`src/hw/rtl/mlsu_pkg.sv`:
```
// ----------------------------------------------------------------------------
// mlsu_pkg: shared types and constants
// Payload structs, register indexes and the exponential table of the
// lattice site update.
// ----------------------------------------------------------------------------
package mlsu_pkg;

	localparam int SITES = 32;
	localparam int SITE_W = 5;
	localparam logic [31:0] RESET_SITE = 32'sd6553600;
	localparam logic [17:0] LOG2E_Q16 = 18'd94548;

	localparam logic [1:0] REG_MASS = 2'd0;
	localparam logic [1:0] REG_MOW2 = 2'd1;
	localparam logic [1:0] REG_STEP = 2'd2;

	localparam logic CMD_PROPOSE = 1'b0;
	localparam logic CMD_WRITE = 1'b1;

	typedef struct packed {
		logic command;
		logic [4:0] site;
		logic signed [31:0] value;
		logic [15:0] rand_step;
		logic [15:0] rand_accept;
	} in_item_t;

	typedef struct packed {
		logic accepted;
		logic signed [31:0] site_value;
		logic signed [47:0] delta_action;
	} out_item_t;

	function automatic logic [16:0] pow2_tab(input logic [4:0] j);
		case (j)
			5'd0: pow2_tab = 17'd65536;
			5'd1: pow2_tab = 17'd62757;
			5'd2: pow2_tab = 17'd60097;
			5'd3: pow2_tab = 17'd57549;
			5'd4: pow2_tab = 17'd55109;
			5'd5: pow2_tab = 17'd52773;
			5'd6: pow2_tab = 17'd50535;
			5'd7: pow2_tab = 17'd48393;
			5'd8: pow2_tab = 17'd46341;
			5'd9: pow2_tab = 17'd44376;
			5'd10: pow2_tab = 17'd42495;
			5'd11: pow2_tab = 17'd40693;
			5'd12: pow2_tab = 17'd38968;
			5'd13: pow2_tab = 17'd37316;
			5'd14: pow2_tab = 17'd35734;
			5'd15: pow2_tab = 17'd34219;
			default: pow2_tab = 17'd32768;
		endcase
	endfunction

endpackage

```
`src/hw/rtl/mlsu_mul.sv`:
```
// ----------------------------------------------------------------------------
// mlsu_mul: shared multiplier
// Registered signed 34 x 34 product used for the large multiplies of an update.
// ----------------------------------------------------------------------------
module mlsu_mul import mlsu_pkg::*; (
	input logic clk,
	input logic signed [33:0] a,
	input logic signed [33:0] b,
	output logic signed [67:0] p
);
	always_ff @(posedge clk) begin
		p <= a * b;
	end
endmodule

```
`config.mk`:
```
export PLATFORM = sky130hd
export DESIGN_NAME = mlsu_mul
export DESIGN_NICKNAME = d
export VERILOG_FILES = /design/src/hw/rtl/mlsu_pkg.sv /design/src/hw/rtl/mlsu_mul.sv
export SDC_FILE = /design/constraint.sdc
export NUM_CORES = 2
export LEC_CHECK = 0
export BUFFER_PORTS_ARGS = -buffer_cell sky130_fd_sc_hd__buf_2
export CORE_MARGIN = 2
export CORE_UTILIZATION = 45
export CTS_CLUSTER_SIZE = 30
export DETAILED_ROUTE_END_ITERATION = 10
export SLEW_MARGIN = 20
export SYNTH_ARGS = -nofsm -noshare
export SYNTH_HDL_FRONTEND = slang
export SYNTH_SLANG_ARGS = --single-unit
```
`constraint.sdc`:
```
create_clock -name clk -period 10.45 [get_ports clk]
set_input_delay 0 -clock clk [delete_from_list [all_inputs] [get_ports clk]]
set_output_delay 0 -clock clk [all_outputs]
set_load 0.01 [all_outputs]
```
==> results_tabular.tex <==
\begin{tabular}{lr}
\hline
Metric & Value \\
\hline
\multicolumn{2}{l}{\textbf{Worst setup path}} \\
CP most frequent cell & fa\_1 \\
Crit-path leading delay family & adder cells \\
CP max-delay cell & fa\_1 \\
Worst path arrival time & 8.34 ns \\
Kind of critical path & input port to flop \\
Delay contributed by the slowest stage of the critical path & roughly 0.64 ns \\
Critical Path RT & 10.74 ns \\
Crit path buffers/inverters & 7 \\
Endpoint kind of the worst setup timing path & flop \\
Launch point of the worst path & a[25] \\
Maximum fanout count along the critical path & 19 \\
Startpoint class of the critical path & input port \\
\multicolumn{2}{l}{\textbf{STA}} \\
Transition time of the tightest slew-check pin & around 1.1 ns \\
Total count of max-transition violations in the final report & 0 \\
Unrepaired setup endpoints after global routing & false \\
Part of the cycle the worst path needs & around three quarters \\
Final count of negative-setup-slack endpoints & 0 \\
Fmax & roughly 120 MHz \\
Min Clock Period, post-route & just over 8 ns \\
Setup TNS & 0 ns \\
Rel. slew slack & approximately 28\% \\
Final hold violation count & 0 \\
\multicolumn{2}{l}{\textbf{Final layout}} \\
Area taken by flip-flops and latches & about 0.0014 mm2 \\
Core Util, Final & between 40 and 50\% \\
Commonest cells after routing, fill and taps aside & fa\_1 (1241), inv\_1 (1231), and2\_1 (621), nand2\_1 (542), ha\_1 (204) \\
Post-layout instance count excluding filler cells & around 5800 \\
Regs by FF count & p x68 \\
Flip-flop count of the largest register, all copies and words added & 68 \\
Area added between synthesis and finish & 4.414\% \\
Fin nets & about 6000 \\
Biggest register & p \\
Most common library cell in the layout ignoring fill and taps & fa\_1 \\
Filler Cells Inserted & 9079 \\
Share of post-route cells with drive strength above 1 & 4.661\% \\
Fin area & $\sim$0.045 mm2 \\
Area taken by multi-input logic gates & 0.03614 mm2 \\
\multicolumn{2}{l}{\textbf{Synth}} \\
Count of different cell masters after synthesis & 69 \\
Cell count after synthesis & about 4600 \\
Seq/Total Area, Yosys & 3.164\% \\
Number of flip-flops and latches in the synthesized netlist & between 60 and 70 \\
Net count after synthesis & slightly above 6000 \\
Netlist Area Pre-Place & 0.04303 mm2 \\
Share of flip-flops with an asynchronous set or reset & 0\% \\
Number of warnings reported in the yosys synthesis log & 0 \\
Most used flip-flop cell after synthesis & dfxtp\_1 \\
Number of synthesized flops with an enable pin & 0 \\
Mean instance size in the synthesized netlist & approximately 9.4 um2 \\
\multicolumn{2}{l}{\textbf{Clock network}} \\
Clock tree from TritonCTS & done \\
Inserted Clock Buffers & 9 \\
Number of clock sinks & 68 \\
Master cell of the clock root buffer & clkbuf\_16 \\
Clock transition at path regs & roughly 0.060 ns \\
Post CTS Setup Buffer Count & 0 \\
CTS HTree Levels & 3 \\
\# hold bufs at CTS & 0 \\
Cells resized by post-CTS repair & 0 \\
Maximum clock insertion buffer count & 2 \\
\multicolumn{2}{l}{\textbf{Route}} \\
Vias per cell & 5.090 \\
Average wire per cell in the routed design & between 20 and 25 um \\
Routed vias & just under 30000 \\
Residual DRC count & 0 \\
Count of TritonRoute iterations in the first routing pass & 7 \\
DRT Wirelength & 117900 um \\
Drt first-iter violations & 1709 \\
Antenna Nets Post-Route & 0 \\
\multicolumn{2}{l}{\textbf{Global route}} \\
Total global routing track utilization & 25.89\% \\
Total gr overflow & 0 \\
Vias in the first global route & roughly 33000 \\
Initial antenna violation count & 14 \\
First-pass GRT wire length & between 150000 and 200000 um \\
Pin count of the biggest net entering global routing & 35 \\
\multicolumn{2}{l}{\textbf{Run status}} \\
Result of the run & finished clean \\
\multicolumn{2}{l}{\textbf{Floorplan}} \\
Initial standard-cell utilization of the core & between 40\% and 50\% \\
Horizontal die dimension & roughly 310 um \\
Core area & 0.09487 mm2 \\
Die Outline Area & approximately 0.1 mm2 \\
Num ports & 137 \\
Site Rows & 113 \\
Die height & approximately 310 um \\
\multicolumn{2}{l}{\textbf{Min path}} \\
Min-Delay Endpoint & p[0]\$\_DFF\_P\_ \\
Worst min-delay path startpoint & b[0] \\
Type of the tightest min-delay check & input port to flop \\
Instance count along the most critical hold path & 2 \\
\multicolumn{2}{l}{\textbf{Placement}} \\
\# placed instances & approximately 5800 \\
Placed instance area & between 0.04 and 0.05 mm2 \\
Number of I/O port buffers & between 100 and 150 \\
HPWL reported at the end of detailed placement & between 90000 and 100000 um \\
GP Congestion & 0.8965 \\
\multicolumn{2}{l}{\textbf{Flow run}} \\
Max Cap Viol & 0 \\
\hline
\end{tabular}
[logic make-up after synthesis]
logic type | Yosys count | synth area share [%]
xor gates and xnor gates | 79 | 1.608
AOI/OAI and AO/OA | 206 | 3.347
DFF | 68 | 3.164
and+or+nand+nor | 1296 | 15.37
adders and majority gates | 1445 | 63.67
buffers and inverters | 1460 | 12.84
[per-stage QoR]
stage	setup WS [ns]	hold slack [ns]
2_1_floorplan	2.960	0.1273
3_3_place_gp	2.035	0.3929
3_5_place_dp	2.022	0.3925
4_1_cts	2.431	0.2372
5_1_grt	2.011	0.2756
6_report	2.404	0.2440
[Yosys cell counts (4+ instances only)]
library cell  instances  area share (%)
a211oi_1              6            0.10
a21o_1               37            0.65
a21oi_1              61            0.71
a31oi_1               7            0.10
and2_1              621             9.0
and3_1                5           0.073
buf_4                 4           0.070
clkbuf_1            214             1.9
dfxtp_1              68             3.2
fa_1               1241              58
ha_1                204             5.9
inv_1              1231              11
nand2_1             542             4.7
nand2b_1             20            0.29
nand3_1              11            0.13
nand4_1              11            0.16
nor2_1               54            0.47
nor2b_1               9            0.13
nor3_1                5           0.058
o21a_1                4           0.070
o21ai_0              31            0.36
o21ai_1               7           0.081
o21bai_1             12            0.21
or2_2                 4           0.058
xnor2_1              56             1.1
xor2_1               23            0.47
[worst max path at each step]
stage	end	slack [ns]	depth (start not counted)
global route	p[66]$_DFF_P_	2.01	24
floorplan	p[65]$_DFF_P_	2.96	24
detailed placement	p[66]$_DFF_P_	2.02	21
finish	p[67]$_DFF_P_	2.40	27
global placement	p[67]$_DFF_P_	2.03	27
CTS	p[66]$_DFF_P_	2.43	21
[layout make-up]
cell class	count	area share [%]
tap	1265	3.523
inverter	1232	10.29
sequential	68	3.030
clock buffer	10	0.5097
antenna	7	0.03899
multi-input combinational	3026	80.44
timing repair buffer	166	2.016
clock inverter	3	0.1448
[per-layer routing]
metal	up-vias	track usage [%]	wire [um]
li1	12680	-	-
met1	15570	35.08	49460
met2	908	43.05	57020
met3	233	3.897	7411
met4	18	8.123	3882
met5	-	0	118
Power is left out: the tool's default activity adds up to more than one toggle a clock period on the data nets, which glitch-free logic cannot reach.
